[src/rtl/sida_pkg.sv]
`default_nettype none

package sida_pkg;

   localparam int VALUE_WIDTH       = 32;
   localparam int CHAR_WIDTH        = 6;
   localparam int DIGIT_WIDTH       = 4;
   localparam int MAX_DIGITS        = 10;
   localparam int DIGIT_INDEX_WIDTH = 4;
   localparam int PROD_WIDTH        = 2 * VALUE_WIDTH;
   localparam int QUOT_LSB          = 35;
   localparam int QUOT_WIDTH        = PROD_WIDTH - QUOT_LSB;
   localparam int QUEUE_DEPTH       = 2;
   localparam int QUEUE_PTR_WIDTH   = 1;
   localparam int QUEUE_CNT_WIDTH   = 2;

   localparam logic [CHAR_WIDTH-1:0]  ASCII_MINUS = 6'd45;
   localparam logic [CHAR_WIDTH-1:0]  ASCII_ZERO  = 6'd48;
   localparam logic [CHAR_WIDTH-1:0]  ASCII_NINE  = 6'd57;
   localparam logic [VALUE_WIDTH-1:0] RECIP_TEN   = 32'hCCCC_CCCD;
   localparam logic [DIGIT_INDEX_WIDTH-1:0] LAST_DIGIT_INDEX =
      DIGIT_INDEX_WIDTH'(MAX_DIGITS - 1);

   typedef struct packed {
      logic                   negative;
      logic [VALUE_WIDTH-1:0] magnitude;
   } work_type;

   typedef enum logic [1:0] {
      ST_IDLE,
      ST_DIGITS,
      ST_EMIT
   } state_type;

endpackage

`default_nettype wire

[src/rtl/sida_queue.sv]
`default_nettype none

module sida_queue (
   input  logic               clock,
   input  logic               reset,
   input  logic               push_valid,
   output logic               push_ready,
   input  sida_pkg::work_type push_data,
   output logic               pop_valid,
   input  logic               pop_ready,
   output sida_pkg::work_type pop_data
);

   sida_pkg::work_type                        entry_ff [sida_pkg::QUEUE_DEPTH];
   logic [sida_pkg::QUEUE_PTR_WIDTH-1:0]      wr_ptr_ff, wr_ptr_in;
   logic [sida_pkg::QUEUE_PTR_WIDTH-1:0]      rd_ptr_ff, rd_ptr_in;
   logic [sida_pkg::QUEUE_CNT_WIDTH-1:0]      count_ff, count_in;
   logic                                      do_push, do_pop;

   assign push_ready = (count_ff != sida_pkg::QUEUE_CNT_WIDTH'(sida_pkg::QUEUE_DEPTH));
   assign pop_valid  = (count_ff != '0);
   assign pop_data   = entry_ff[rd_ptr_ff];
   assign do_push    = push_valid && push_ready;
   assign do_pop     = pop_valid && pop_ready;

   always_comb begin
      wr_ptr_in = do_push ? wr_ptr_ff + 1'b1 : wr_ptr_ff;
      rd_ptr_in = do_pop  ? rd_ptr_ff + 1'b1 : rd_ptr_ff;
      count_in  = count_ff;
      if (do_push && !do_pop) begin
         count_in = count_ff + 1'b1;
      end else if (do_pop && !do_push) begin
         count_in = count_ff - 1'b1;
      end
   end

   always_ff @(posedge clock) begin
      if (reset) begin
         wr_ptr_ff <= '0;
         rd_ptr_ff <= '0;
         count_ff  <= '0;
      end else begin
         wr_ptr_ff <= wr_ptr_in;
         rd_ptr_ff <= rd_ptr_in;
         count_ff  <= count_in;
      end
   end

   always_ff @(posedge clock) begin
      if (do_push) begin
         entry_ff[wr_ptr_ff] <= push_data;
      end
   end

endmodule

`default_nettype wire

[config.mk]
export PLATFORM = sky130hd
export DESIGN_NAME = sida_queue
export DESIGN_NICKNAME = d
export VERILOG_FILES = /design/src/rtl/sida_pkg.sv /design/src/rtl/sida_queue.sv
export SDC_FILE = /design/constraint.sdc
export NUM_CORES = 1
export LEC_CHECK = 0
export BUFFER_PORTS_ARGS = -buffer_cell sky130_fd_sc_hd__clkbuf_2
export CORE_AREA = 8 8 90 92
export CTS_CLUSTER_SIZE = 16
export DETAILED_ROUTE_END_ITERATION = 8
export DIE_AREA = 0 0 98 100
export GPL_ROUTABILITY_DRIVEN = 0
export PLACE_DENSITY = 0.73
export SLEW_MARGIN = 20
export SYNTH_ARGS = -nofsm -noshare
export SYNTH_HDL_FRONTEND = slang
export SYNTH_SLANG_ARGS = --single-unit
[constraint.sdc]
create_clock -name clock -period 2.8 [get_ports clock]
set_clock_uncertainty 0.15 [all_clocks]
set_input_delay 0.56 -clock clock [delete_from_list [all_inputs] [get_ports clock]]
set_output_delay 0.56 -clock clock [all_outputs]
set_load 0.02 [all_outputs]
==> summary.txt <==
Outcome
  – Status: finished, final reports clean

Floorplan
  – I/O pin cnt: slightly above 70
  – Site Rows: 30
  – Starting Density: between 30% and 40%
  – Die area: roughly 0.01 mm^2
  – Die X: slightly below 100 um
  – Core ar.: between 0.006 and 0.007 mm^2
  – Die height: about 100 um

Setup path
  – Critical-path cell list: buf_4 -> mux2_2 -> clkbuf_2
  – Startpoint Class: register
  – Crit-path max cell delay: roughly 0.4 ns
  – FF-to-FF Start: count_ff[0]$_SDFFE_PP0P_
  – CP Capture Type: primary output
  – CP delay by family, top: buffers and inverters
  – CP Buf/Inv Count: 2
  – R2r setup slk: 1.04 ns
  – WP data required: 2.09 ns
  – Critical path type: reg -> out
  – Reg-to-reg endpoint: count_ff[1]$_SDFFE_PP0P_
  – FF-to-FF path depth: 5
  – Slowest cell on crit path: mux2_2
  – Critical path fanouts, max: 33
  – CP arrival: ~1.6 ns

Finish
  – Fillers: approximately 560
  – Multi-input logic area: around 500 um^2
  – Final nets: 246
  – Antenna diodes: 0
  – Syn-to-layout area delta: 26.7%
  – FF/Latch Area: 0.00208 mm^2
  – Fin cells: ~290
  – Layout cell share with drive strength beyond 1: between 50 and 60%

STA
  – TNS Setup: 0 ns
  – Finish-stage setup viols: 0
  – Final critical-path share of the clock period: between 80% and 90%
  – Tightest Pin Transition: between 0.4 and 0.5 ns
  – RSZ-0062 raised after global routing: false
  – Slew Limit Fails: 0
  – Relative slew slack: just under 70%
  – Final hold vios: 0
  – Final min period: about 2.3 ns
  – FMAX: about 440 MHz
  – Hold_ws: roughly 0.26 ns

Detailed routing
  – WL final: approximately 4700 um
  – Met3 Wirelength: ~340 um
  – Top sig layer: met4
  – ANT nets after route: 0
  – Vias per cell: 4.62
  – Initial DRC Count: 43
  – DR DRC count: 0
  – Total length of routed met2 wires: ~2200 um
  – Wire length per cell: roughly 16 um
  – Detailed-route via count: approximately 1400
  – First-pass DRT Iterations: 4
  – M1 WL: 2070 um

Synthesis
  – Syn_nets: 165
  – Synth warn: 0
  – Sequential-to-total area share from yosys stat: between 80% and 90%
  – Synthesized cell area: approximately 0.0026 mm^2
  – Top cells by area, synth: edfxtp_1 (76%), mux2_2 (14%), dfxtp_1 (3.9%)
  – Cell taking the most area after synthesis: edfxtp_1
  – Syn Inst Count: ~130
  – Synth cell types: 17
  – Top-area cell type share of the netlist area: 76.3%
  – Avg Inst Size Synth: roughly 20 um^2
  – Register bit total from synthesis: ~70

Pwr
  – PD cells: between 900 and 1000 mW/mm^2
  – Leakage: 1.26 nW
  – Maximum vdd drop: roughly 0.6 mV

Min path
  – Hold endpoint: entry_ff[0][23]$_DFFE_PP_
  – HP Class: in -> reg
  – Hold path start: push_data[23]
  – Cells on Worst Hold Path: 1

GRT
  – Vias in the first global route: between 1000 and 1500
  – Total global-route track usage: 9.95%
  – First-pass GRT wire length: about 7400 um
  – Grt ovf: 0
  – Initial antenna violation count: 0
  – Largest net degree at the start of global routing: 34

Clock tree
  – CTS tree: done
  – Worst-Skew Late Latency: around 0.32 ns
  – Num CTS Buffers: 9
  – Post-CTS Setup Bufs: 0
  – Htree depth: 3
  – Maximum clock insertion buffer count: 2
  – Hold_buf cts: 0
  – Worst-path clk slew: approximately 0.08 ns
  – Sink Count: approximately 70
  – Post-CTS Resized: 0
  – Clock Root Buffer: clkbuf_8

Placed design
  – Hpwl dp: 3160 um
  – Inst Count DP: roughly 280
  – Port-buffer cells: between 70 and 80

Run
  – Max-cap violations: 0
-- state kept, by name (all words and copies together) (netlist names), named ones only --
name and cells:
count_ff 2, rd_ptr_ff 1, wr_ptr_ff 1, entry_ff 66
-- synth_stat cells --
cell type  number
or3_1           1
ha_1            1
buf_2           4
o21ai_0         2
nand2b_1        1
nand3b_1        1
mux2_2         33
and2_1          1
dfxtp_1         5
or2_2           1
nor2_1          3
and3_1          1
edfxtp_1       66
a21oi_1         2
xor2_1          3
a21bo_2         1
inv_1           1
-- cell usage in the layout, fill, tap and decap left out, types with 2 or more instances in the layout --
cell type,Yosys,routed
nor2_1,3,3
o21ai_0,2,2
edfxtp_1,66,66
dfxtp_1,5,5
a21oi_1,2,2
clkbuf_8,0,9
bufinv_16,0,3
xor2_1,3,3
clkinvlp_4,0,2
buf_4,0,3
mux2_2,33,33
clkbuf_2,0,71
-- through the flow --
stage	power [mW]	util [%]	instance area, um^2	worst slack, ns
2_1_floorplan	1.98	-	2600	0.673
3_3_place_gp	2.24	46.0	3050	0.842
3_5_place_dp	2.25	46.0	3050	0.842
4_1_cts	3.21	49.5	3290	0.466
5_1_grt	3.31	49.5	3290	0.414
6_report	3.16	49.5	3290	0.505
-- metal layers --
layer / vias up / track usage [%]
met2: 47 / 15.6
met5: - / 0
li1: 653 / -
met3: 7 / 4.08
met1: 648 / 10.6
met4: 0 / 7.43
-- how the worst max path moves through the flow --
stage,startpoint,endpoint,slack (ns),depth (start not counted)
2_1_floorplan,count_ff[0]$_SDFFE_PP0P_,entry_ff[1][0]$_DFFE_PP_,0.67,2
3_5_place_dp,register,pop_data[19],0.84,3
4_1_cts,register,pop_data[19],0.47,3
3_3_place_gp,register,pop_data[29],0.84,3
6_report,register,pop_data[19],0.50,3
5_1_grt,register,pop_data[22],0.41,3
-- layout make-up --
| cell class | instances | share of cell area (%) |
|---|---|---|
| clock buffer | 10 | 3.88 |
| timing repair buffer | 74 | 11.5 |
| inverter | 1 | 0.114 |
| multi-input combinational | 51 | 14.9 |
| tap | 80 | 3.04 |
| sequential | 71 | 63.3 |
| clock inverter | 6 | 3.31 |
-- logic make-up (layout without fill, tap and decap cells) --
logic type	after synthesis	after routing	synth area share (%)
compound gates	5	5	1.16
xor+xnor	3	3	1.01
fa+ha+maj	1	1	0.482
buf+inv	5	91	0.916
flops	71	71	80.2
mux	33	33	14.3
simple gates	9	9	1.93
-- power by group --
group          internal [mW]  switching (mW)  leakage, nW
clock network          0.589           0.361        0.110
logic                  0.337           0.508        0.492
registers               1.33          0.0406        0.658
total                   2.25           0.909         1.26
Note: power is estimated with default switching activity, not from simulation.
