[config.mk]
export PLATFORM = sky130hd
export DESIGN_NAME = sida_front_flat
export DESIGN_NICKNAME = d
export VERILOG_FILES = /design/src/rtl/sida_pkg.sv /design/src/rtl/sida_req_if.sv /design/src/rtl/sida_front.sv /design/src/flat_wrapper.sv
export SDC_FILE = /design/constraint.sdc
export NUM_CORES = 1
export LEC_CHECK = 0
export ABC_AREA = 1
export CAP_MARGIN = 20
export CORE_AREA = 2 2 44 46
export DETAILED_ROUTE_END_ITERATION = 7
export DIE_AREA = 0 0 46 48
export DONT_BUFFER_PORTS = 1
export PLACE_DENSITY = 0.77
export SLEW_MARGIN = 20
export SYNTH_ARGS = -nofsm -noshare
export SYNTH_HDL_FRONTEND = slang
export SYNTH_SLANG_ARGS = --single-unit
[constraint.sdc]
create_clock -name vclk -period 1.02
set_clock_uncertainty 0.15 [all_clocks]
set_input_delay 0.051 -clock vclk [all_inputs]
set_output_delay 0.051 -clock vclk [all_outputs]
set_load 0.03 [all_outputs]
[src/rtl/sida_pkg.sv]
`default_nettype none

package sida_pkg;

   localparam int VALUE_WIDTH       = 32;
   localparam int CHAR_WIDTH        = 6;
   localparam int DIGIT_WIDTH       = 4;
   localparam int MAX_DIGITS        = 10;
   localparam int DIGIT_INDEX_WIDTH = 4;
   localparam int PROD_WIDTH        = 2 * VALUE_WIDTH;
   localparam int QUOT_LSB          = 35;
   localparam int QUOT_WIDTH        = PROD_WIDTH - QUOT_LSB;
   localparam int QUEUE_DEPTH       = 2;
   localparam int QUEUE_PTR_WIDTH   = 1;
   localparam int QUEUE_CNT_WIDTH   = 2;

   localparam logic [CHAR_WIDTH-1:0]  ASCII_MINUS = 6'd45;
   localparam logic [CHAR_WIDTH-1:0]  ASCII_ZERO  = 6'd48;
   localparam logic [CHAR_WIDTH-1:0]  ASCII_NINE  = 6'd57;
   localparam logic [VALUE_WIDTH-1:0] RECIP_TEN   = 32'hCCCC_CCCD;
   localparam logic [DIGIT_INDEX_WIDTH-1:0] LAST_DIGIT_INDEX =
      DIGIT_INDEX_WIDTH'(MAX_DIGITS - 1);

   typedef struct packed {
      logic                   negative;
      logic [VALUE_WIDTH-1:0] magnitude;
   } work_type;

   typedef enum logic [1:0] {
      ST_IDLE,
      ST_DIGITS,
      ST_EMIT
   } state_type;

endpackage

`default_nettype wire

[src/rtl/sida_req_if.sv]
`default_nettype none

interface sida_req_if;
   logic                                 valid;
   logic                                 ready;
   logic signed [sida_pkg::VALUE_WIDTH-1:0] value;

   modport source (output valid, output value, input ready);
   modport sink   (input valid, input value, output ready);
endinterface

`default_nettype wire

[src/rtl/sida_front.sv]
`default_nettype none

module sida_front (
   sida_req_if.sink           req,
   output logic               push_valid,
   input  logic               push_ready,
   output sida_pkg::work_type push_data
);

   logic [sida_pkg::VALUE_WIDTH-1:0] raw;

   assign raw        = req.value;
   assign push_valid = req.valid;
   assign req.ready  = push_ready;

   // unsigned negation, so the most negative word keeps its full magnitude
   always_comb begin
      push_data.negative  = raw[sida_pkg::VALUE_WIDTH-1];
      push_data.magnitude = raw[sida_pkg::VALUE_WIDTH-1] ? (~raw + 32'd1) : raw;
   end

endmodule

`default_nettype wire

[src/flat_wrapper.sv]
// flat-port wrapper written by rule: the top's interface ports become plain ports
module sida_front_flat 
  (push_valid, push_ready, push_data, req_valid, req_value, req_ready);
  sida_req_if req_i ();
  output logic push_valid;
  input  logic push_ready;
  output sida_pkg::work_type push_data;
  input wire logic [$bits(req_i.valid)-1:0] req_valid;
  input wire logic [$bits(req_i.value)-1:0] req_value;
  output wire logic [$bits(req_i.ready)-1:0] req_ready;
  assign req_i.valid = req_valid;
  assign req_i.value = req_value;
  assign req_ready = req_i.ready;
  sida_front u_core (.req(req_i), .push_valid(push_valid), .push_ready(push_ready), .push_data(push_data));
endmodule
==> results list, run 1 <==
- Largest cells by area after synthesis: sky130_fd_sc_hd__nand2_1 36%, sky130_fd_sc_hd__nor2_1 18%, sky130_fd_sc_hd__xnor2_1 8.7%
- Post-Synthesis Mean Instance Area: 4.50 um^2
- After technology mapping, the gate count stands at 224.
* GPL Wtd Cong: 0.879
- Buffers inserted to repair hold after CTS numbered 4.
* Effective utilization at floorplan: 0.597
* Number of port buffers: 0
- Placed wire-length estimate after detailed placement: 2750 um
* Synth unique cells: 18
- Portion of the post-synthesis area used by sequential elements: 0
- After detailed placement, the total cell area comes to 1430 um^2.
* Fraction of synthesized cell area taken by the top area cell type: 0.361
- Area of the mapped netlist: 1010 um^2
- Total of cells resized after clock tree synthesis: 51
* Die Wd: 46 um
- Pre-CTS worst setup slack: -0.109 ns
- Pin placement for this block handled 69 I/O pins.
- Largest area contributor in the netlist: sky130_fd_sc_hd__nand2_1
- After floorplanning, the core was divided into 15 placement rows.
- Buffers added to address setup during post-CTS repair amount to 0.
- The first error in the log reads "[ERROR DPL-0033] detailed placement checks failed during check placement".
* Cells after DPL: 246
* Number of warning messages in the yosys log: 0
* Syn_nets: 259
* Outcome: stopped before the end
* Fail Step: clock tree synthesis
* Die height: 48 um
## synthesized netlist by cell type
cell,count
sky130_fd_sc_hd__nand4_1,1
sky130_fd_sc_hd__nor2_4,2
sky130_fd_sc_hd__nor2_1,48
sky130_fd_sc_hd__nor2_2,3
sky130_fd_sc_hd__xor2_1,4
sky130_fd_sc_hd__nor3_1,1
sky130_fd_sc_hd__xnor2_1,10
sky130_fd_sc_hd__nand2_1,97
sky130_fd_sc_hd__ha_1,1
sky130_fd_sc_hd__buf_4,4
sky130_fd_sc_hd__nand3_1,15
sky130_fd_sc_hd__nand2_2,4
sky130_fd_sc_hd__clkbuf_1,1
sky130_fd_sc_hd__inv_1,22
sky130_fd_sc_hd__o21ai_0,6
sky130_fd_sc_hd__nand3b_1,2
sky130_fd_sc_hd__a21oi_1,1
sky130_fd_sc_hd__buf_2,2
## metrics by stage
step	util	hold WS, ns	TNS (ns)
detailed placement	0.848	-0.0477	-1.43
global placement	0.848	-0.0477	-0.870
floorplan	-	0.0350	-0.111
## kinds of logic after synthesis
group | count (synthesis) | synth area share
AO/OA/AOI/OAI | 7 | 0.0347
XOR/XNOR | 14 | 0.122
adder cells (fa/ha/maj) | 1 | 0.0124
AND/OR/NAND/NOR | 173 | 0.706
buffers and inverters | 29 | 0.125
==> run 2: changes to the inputs <==
Settings changed: CORE_AREA 2 2 44 46 to 2 2 63 65, DIE_AREA 0 0 46 48 to 0 0 65 67, PLACE_DENSITY 0.77 to unset, PLACE_DENSITY_LB_ADDON set to 0.15.
Clock period 1.02 ns to 1.3 ns, I/O delays scaled along.
==> run 2 against run 1 <==
The flow now finishes without violations. Synthesized area unchanged. Synthesized cell count unchanged.
==> results list, run 2 <==
- Measured against its own limit, the worst slew margin works out to 0.794.
* Share of layout cells above drive strength 1: 0.273
- The placed wire-length estimate after detailed placement came to 2750 um (about the same).
* Start point of the worst min-delay path: req_value[21]
- Smallest hold slack: 0.157 ns
* Max rail drop VDD: 0.000194 V
* Wire length after detailed routing: 3190 um
* Switching Share: 0.600
* Largest area contributor in the netlist: sky130_fd_sc_hd__nand2_1 (unchanged)
* Leading cell types in the layout, fill and taps excluded: 78 x sky130_fd_sc_hd__nand2_1, 42 x sky130_fd_sc_hd__nor2_1, 20 x sky130_fd_sc_hd__inv_1, 20 x sky130_fd_sc_hd__nand2_2, 17 x sky130_fd_sc_hd__buf_4
- Layout net count: 282
- The number of distinct library cells after synthesis came to 18 (unchanged).
- Antenna violations before repair: 0
- Layout clock buffer count: 0
- 0 antenna diodes ended up in the layout.
* Effective utilization at floorplan: 0.280 (was 0.597)
- Dividing the detail-routed wire length by the instance count gives 10.9 um.
* RSZ-0062 raised after global routing: yes
* Most common cell after layout, fill and taps aside: sky130_fd_sc_hd__nand2_1
* Total internal power: 243 uW
- At the pin with the least slew margin, the transition time is 0.308 ns.
- Summing internal, switching and leakage power gives 609 uW.
- Crit path launch type: input pin
- For this run, the total global-route usage over all layers was measured as 0.146.
- Data on the critical path is required at its endpoint by 1.09 ns.
- The pre-antenna-repair detailed-routing pass consisted of 5 iterations.
- Across the whole layout, storage elements account for 0 um^2.
* DR iter-0 viols: 53
- Largest net degree at the start of global routing: 33
* Pleak: 0.000705 uW
* Peak clock frequency supported by timing: 804 MHz
- Leading cell types by count after synthesis: 97 x sky130_fd_sc_hd__nand2_1, 48 x sky130_fd_sc_hd__nor2_1, 22 x sky130_fd_sc_hd__inv_1 (unchanged)
- Outcome: finished, final reports clean (was stopped before the end)
- The die boundary width came to 65 um (was 46 um).
* Number of cells on the worst hold path: 2
- The die covers 4360 um^2.
* Portion of the post-synthesis area used by sequential elements: 0 (unchanged)
- Area grow syn2layout: 45.8%
- Combinational group share of total power: 1.000
* Number of port buffers: 0 (unchanged)
- The critical path in this run is classified as input pin to primary output.
* Final Cycle Share: 0.957
- The synthesized netlist cell count came to 224 (unchanged).
- Placement row count: 22 (was 15)
- Post-Synthesis Mean Instance Area: 4.50 um^2 (unchanged)
- Routed Antenna Nets: 0
* CP arrival: 1.03 ns
- GPL Wtd Cong: 0.941 (was 0.879)
* Critical path endpoint category: primary output
* Final Hold Fails: 0
- Number of violations of the max-capacitance limit: 0
- Cells after DPL: 288 (was 246)
- Of all nets on the critical path, the largest fanout is 4.
- The cell area after placement was 1330 um^2 (was 1430 um^2).
* Worst setup startpoint: req_value[0]
* Crit path time final: 1.24 ns
* Sequential cell fraction of total power: 0
* Vias per inst: 4.56
- Global-route congestion overflow total: 0
- In the finished design the tool counted flip-flops and latches totalling 0.
- Power Dens Cells: 414 nW/um^2
* Worst min path class: input pin to primary output
- Vias in the first global route: 1179
- Part of the total power dissipated in the clock network: 0
* Number of remaining DRC errors: 0
* Final design instance area without fill: 1470 um^2
* Area of the mapped netlist: 1010 um^2 (unchanged)
- Number of warning messages in the yosys log: 0 (unchanged)
* Final TNS setup: 0 ns
* # setup viols final: 0
- Top-Level Pins: 69 (unchanged)
- Fraction of synthesized cell area taken by the top area cell type: 0.361 (unchanged)
* Vias: 1336
* Switching power: 365 uW
- The finished layout holds 293 standard cells, fillers aside.
- The floorplan step defined a core boundary enclosing 3610 um^2.
- Die height: 67 um (was 48 um)
- The number of max-slew violations in the final report was 0.
* Global-route wire length before repair: 5180 um
- The number of nets produced by synthesis came to 259 (unchanged).
- Most used standard cell by instance count after synthesis: sky130_fd_sc_hd__nand2_1 (unchanged)
- Largest cells by area after synthesis: sky130_fd_sc_hd__nand2_1 36%, sky130_fd_sc_hd__nor2_1 18%, sky130_fd_sc_hd__xnor2_1 8.7% (unchanged).
- Hold path endpoint: push_data[21]
[run 2: cells by family after synthesis]
group	share of synthesized area
buffers and inverters	0.125
AOI/OAI and AO/OA	0.0347
xor gates and xnor gates	0.122
adders and majority gates	0.0124
and+or+nand+nor	0.706
[run 2: how the worst max path moves through the flow]
stage                         end  slack (ns)
finish              push_data[28]        0.06
global route        push_data[28]       -0.02
CTS                 push_data[27]        0.02
detailed placement  push_data[28]       -0.12
global placement    push_data[28]       -0.11
floorplan            push_data[6]        0.02
[run 2: worst max-delay path, cell delays in order]
cell and delay (ns):
sky130_fd_sc_hd__inv_2 0.06, sky130_fd_sc_hd__ha_4 0.14, sky130_fd_sc_hd__nand2_4 0.06, sky130_fd_sc_hd__nor2_4 0.15, sky130_fd_sc_hd__nand2_1 0.11, sky130_fd_sc_hd__nand2_2 0.11, sky130_fd_sc_hd__nand2_1 0.06, sky130_fd_sc_hd__nand2_1 0.06
sky130_fd_sc_hd__nand2_2 0.06, sky130_fd_sc_hd__buf_12 0.13
[run 2: layout make-up]
| class | instances | area (um^2) |
|---|---|---|
| fill | 416 | 2140 |
| inverter | 22 | 82.6 |
| multi-input combinational | 195 | 1020 |
| tap | 48 | 60.1 |
| timing repair buffer | 28 | 308 |
[run 2: power by group through the flow]
stage | combinational [uW] | clock, uW | sequential [uW]
2_1_floorplan | 418 | 0 | 0
3_3_place_gp | 561 | 0 | 0
3_5_place_dp | 563 | 0 | 0
4_1_cts | 599 | 0 | 0
5_1_grt | 656 | 0 | 0
6_report | 609 | 0 | 0
[run 2: metrics by stage]
step | setup slack [ns] | util
after detailed placement | -0.123 | 0.368
after floorplan | 0.0220 | -
final | 0.0564 | 0.408
after global placement | -0.107 | 0.368
after global routing | -0.0201 | 0.408
after CTS | 0.0215 | 0.392
[run 2: per-layer routing]
layer / global-route usage / up-vias / wire [um]
li1: - / 718 / -
met1: 0.207 / 561 / 1430
met2: 0.242 / 53 / 1390
met5: 0 / - / 0
met4: 0.00798 / 0 / 45
met3: 0.0253 / 4 / 321
[run 2: repair_timing]
action / 4_1_cts / 5_1_grt
setup endpoints to repair: 11 / 17
cloned: 0 / 0
setup buffers: 1 / 0
pin swaps: 8 / 6
resized for setup: 12 / 23
hold buffers: 4 / 0
endpoints found under the hold margin: 4 / 0
Power figures use the tool's default switching activity.
==> run 3: changes to the inputs <==
Settings changed: GPL_ROUTABILITY_DRIVEN set to 0, PLACE_DENSITY set to 0.42, PLACE_DENSITY_LB_ADDON 0.15 to unset, SETUP_SLACK_MARGIN set to 0.4.
==> run 3 against run 2 <==
Clock-buffer cell count unchanged. Fmax grew 7.7%. Via count is the same. Sequential share of layout area unchanged. Worst hold slack got worse by 0.090 ns. Largest cell class unchanged. Cell count is 4.4% lower. Final area grew 32%. Total power rose by 9.3%. First-iteration DRC count shrank 40%. Wire length up 15%. Largest power group unchanged.
==> results list, run 3 (synthesized netlist as in run 2, its figures left out) <==
- The most common library cell in the layout ignoring fill and taps is sky130_fd_sc_hd__nand2_1 (unchanged).
* Routed Antenna Nets: 0 (unchanged)
* Actual slew at the worst max-slew pin: 0.409 ns (was 0.308 ns)
- Pleak: 0.000793 uW (was 0.000705 uW)
- Crit path required time: 1.09 ns (about the same)
- Crit path time final: 1.15 ns (was 1.24 ns)
- DR iter-0 viols: 32 (was 53)
* Global-route wire length before repair: 5980 um (was 5180 um)
- The number of global-route vias before repair came to 1266 (was 1179).
- Setup ws final: 0.145 ns (was 0.0564 ns)
* Layout clock buffer count: 0 (unchanged)
* Outcome: finished, final reports clean (unchanged)
- The global routing usage summed across all routing layers was 0.171 (was 0.146).
* Final Cycle Share: 0.888 (was 0.957)
* CP arrival: 0.94 ns (was 1.03 ns)
- Vias: 1336 (unchanged)
- Antenna cells: 0 (unchanged)
- The initial cell density of the core was 0.280 (unchanged).
* Critical path start-end classification: input pin to primary output (unchanged)
* Per-cell routed wire length: 13.1 um (was 10.9 um)
- The origin of the worst setup path was req_value[1] (was req_value[0]).
- The number of max-cap violations is 0 (unchanged).
* Final Hold Fails: 0 (unchanged)
- The headroom to the max-slew limit came to 0.726 (was 0.794).
* Core region area: 3610 um^2 (unchanged)
- Number of port buffers: 0 (unchanged)
- Seq. cell area: 0 um^2 (unchanged)
* Largest net degree at the start of global routing: 33 (unchanged)
* Max rail drop VDD: 0.000138 V (was 0.000194 V)
- Largest driver fanout on the critical path: 4 (unchanged)
- First-pass DRT Iterations: 4 (was 5)
- Final TNS setup: 0 ns (unchanged)
- Crit path launch type: input pin (unchanged)
* # setup viols final: 0 (unchanged)
- Critical path endpoint category: primary output (unchanged)
- Peak clock frequency supported by timing: 866 MHz (was 804 MHz)
- Leading cell types in the layout, fill and taps excluded: 43 x sky130_fd_sc_hd__nand2_1, 35 x sky130_fd_sc_hd__nand2_2, 23 x sky130_fd_sc_hd__nand2_4 (was 78 x sky130_fd_sc_hd__nand2_1, 42 x sky130_fd_sc_hd__nor2_1, 20 x sky130_fd_sc_hd__inv_1, 20 x sky130_fd_sc_hd__nand2_2, 17 x sky130_fd_sc_hd__buf_4)
- Smallest hold slack: 0.0663 ns (was 0.157 ns)
* Number of filler cells placed in the layout: 370 (was 416)
- The number of max-slew violations in the final report came to 0 (unchanged).
- The share of post-route cells with drive strength above 1 was 0.586 (was 0.273).
* Top-Level Pins: 69 (unchanged)
* Global-route congestion overflow total: 0 (unchanged)
- The average via count per standard cell is 4.77 (was 4.56).
* Layout net count: 269 (was 282)
- The area of the die came to 4360 um^2 (unchanged).
- Wire length after detailed routing: 3660 um (was 3190 um)
- The total number of sequential cells was 0 (unchanged).
* Number of cells on the worst hold path: 1 (was 2)
- The cell area after placement is 1420 um^2 (was 1330 um^2).
* Placed wire-length estimate after detailed placement: 3060 um (was 2750 um)
- Worst setup path endpoint: push_data[8] (was push_data[28])
* Final design instance area without fill: 1940 um^2 (was 1470 um^2)
- Die height: 67 um (unchanged)
- Number of remaining DRC errors: 0 (unchanged)
- Pre-CTS worst setup slack: 0.0858 ns (was -0.123 ns)
- Placement row count: 22 (unchanged)
- RSZ-0062 raised after global routing: yes (unchanged)
- Area grow syn2layout: 92.3% (was 45.8%)
- The power density of the placed cells was 343 nW/um^2 (was 414 nW/um^2).
- The die boundary width came to 65 um (unchanged).
- The number of antenna violations at the first check in global routing came to 0 (unchanged).
- The worst hold path class was input pin to primary output (unchanged).
==> run 3: layer usage <==
| layer | routed length, um | vias up | GRT usage |
|---|---|---|---|
| met5 | 0 | - | 0 |
| met4 | 0 | 0 | 0 |
| met3 | 258 | 0 | 0.0236 |
| met2 | 1780 | 43 | 0.291 |
| met1 | 1620 | 594 | 0.244 |
| li1 | - | 699 | - |
==> run 3: worst min-delay path by stage <==
stage | endpoint | slack, ns | start
floorplan | push_data[15] | 0.06 | req_value[15]
global placement | push_valid | -0.02 | req_valid
detailed placement | push_valid | -0.02 | req_valid
CTS | push_data[6] | 0.07 | req_value[6]
global route | push_data[5] | 0.07 | req_value[5]
finish | push_data[5] | 0.07 | req_value[5]
==> run 3: cell type report <==
cell class	count	area, um^2	area share
multi-input combinational	195	1610	0.830
timing repair buffer	15	158	0.0813
inverter	22	111	0.0574
tap	48	60.1	0.0310
==> run 3: timing repair <==
action,in CTS,in global routing
setup buffers,5,6
endpoints found under the hold margin,4,0
endpoints found under the setup margin,28,34
pin swaps,38,29
hold buffers,4,0
cloned,0,0
resized for setup,59,33
==> run 3: worst max-delay path: stages <==
cell                      delay [ns]
sky130_fd_sc_hd__inv_12         0.02
sky130_fd_sc_hd__ha_4           0.15
sky130_fd_sc_hd__nand2_4        0.08
sky130_fd_sc_hd__nor2_4         0.05
sky130_fd_sc_hd__buf_4          0.13
sky130_fd_sc_hd__nor2_2         0.17
sky130_fd_sc_hd__xor2_4         0.28
==> run 3: metrics by stage <==
stage | total power (uW) | utilization | std cells
after floorplan | 524 | - | 224
final | 665 | 0.538 | 280
after detailed placement | 530 | 0.395 | 265
after CTS | 624 | 0.488 | 274
after global routing | 711 | 0.538 | 280
after global placement | 525 | 0.395 | 265
==> run 3: report_power, final <==
| group | switching, uW | total [uW] | internal [uW] |
|---|---|---|---|
| Combinational | 418 | 665 | 247 |
| Sequential | 0 | 0 | 0 |
| Clock | 0 | 0 | 0 |
| Total | 418 | 665 | 247 |
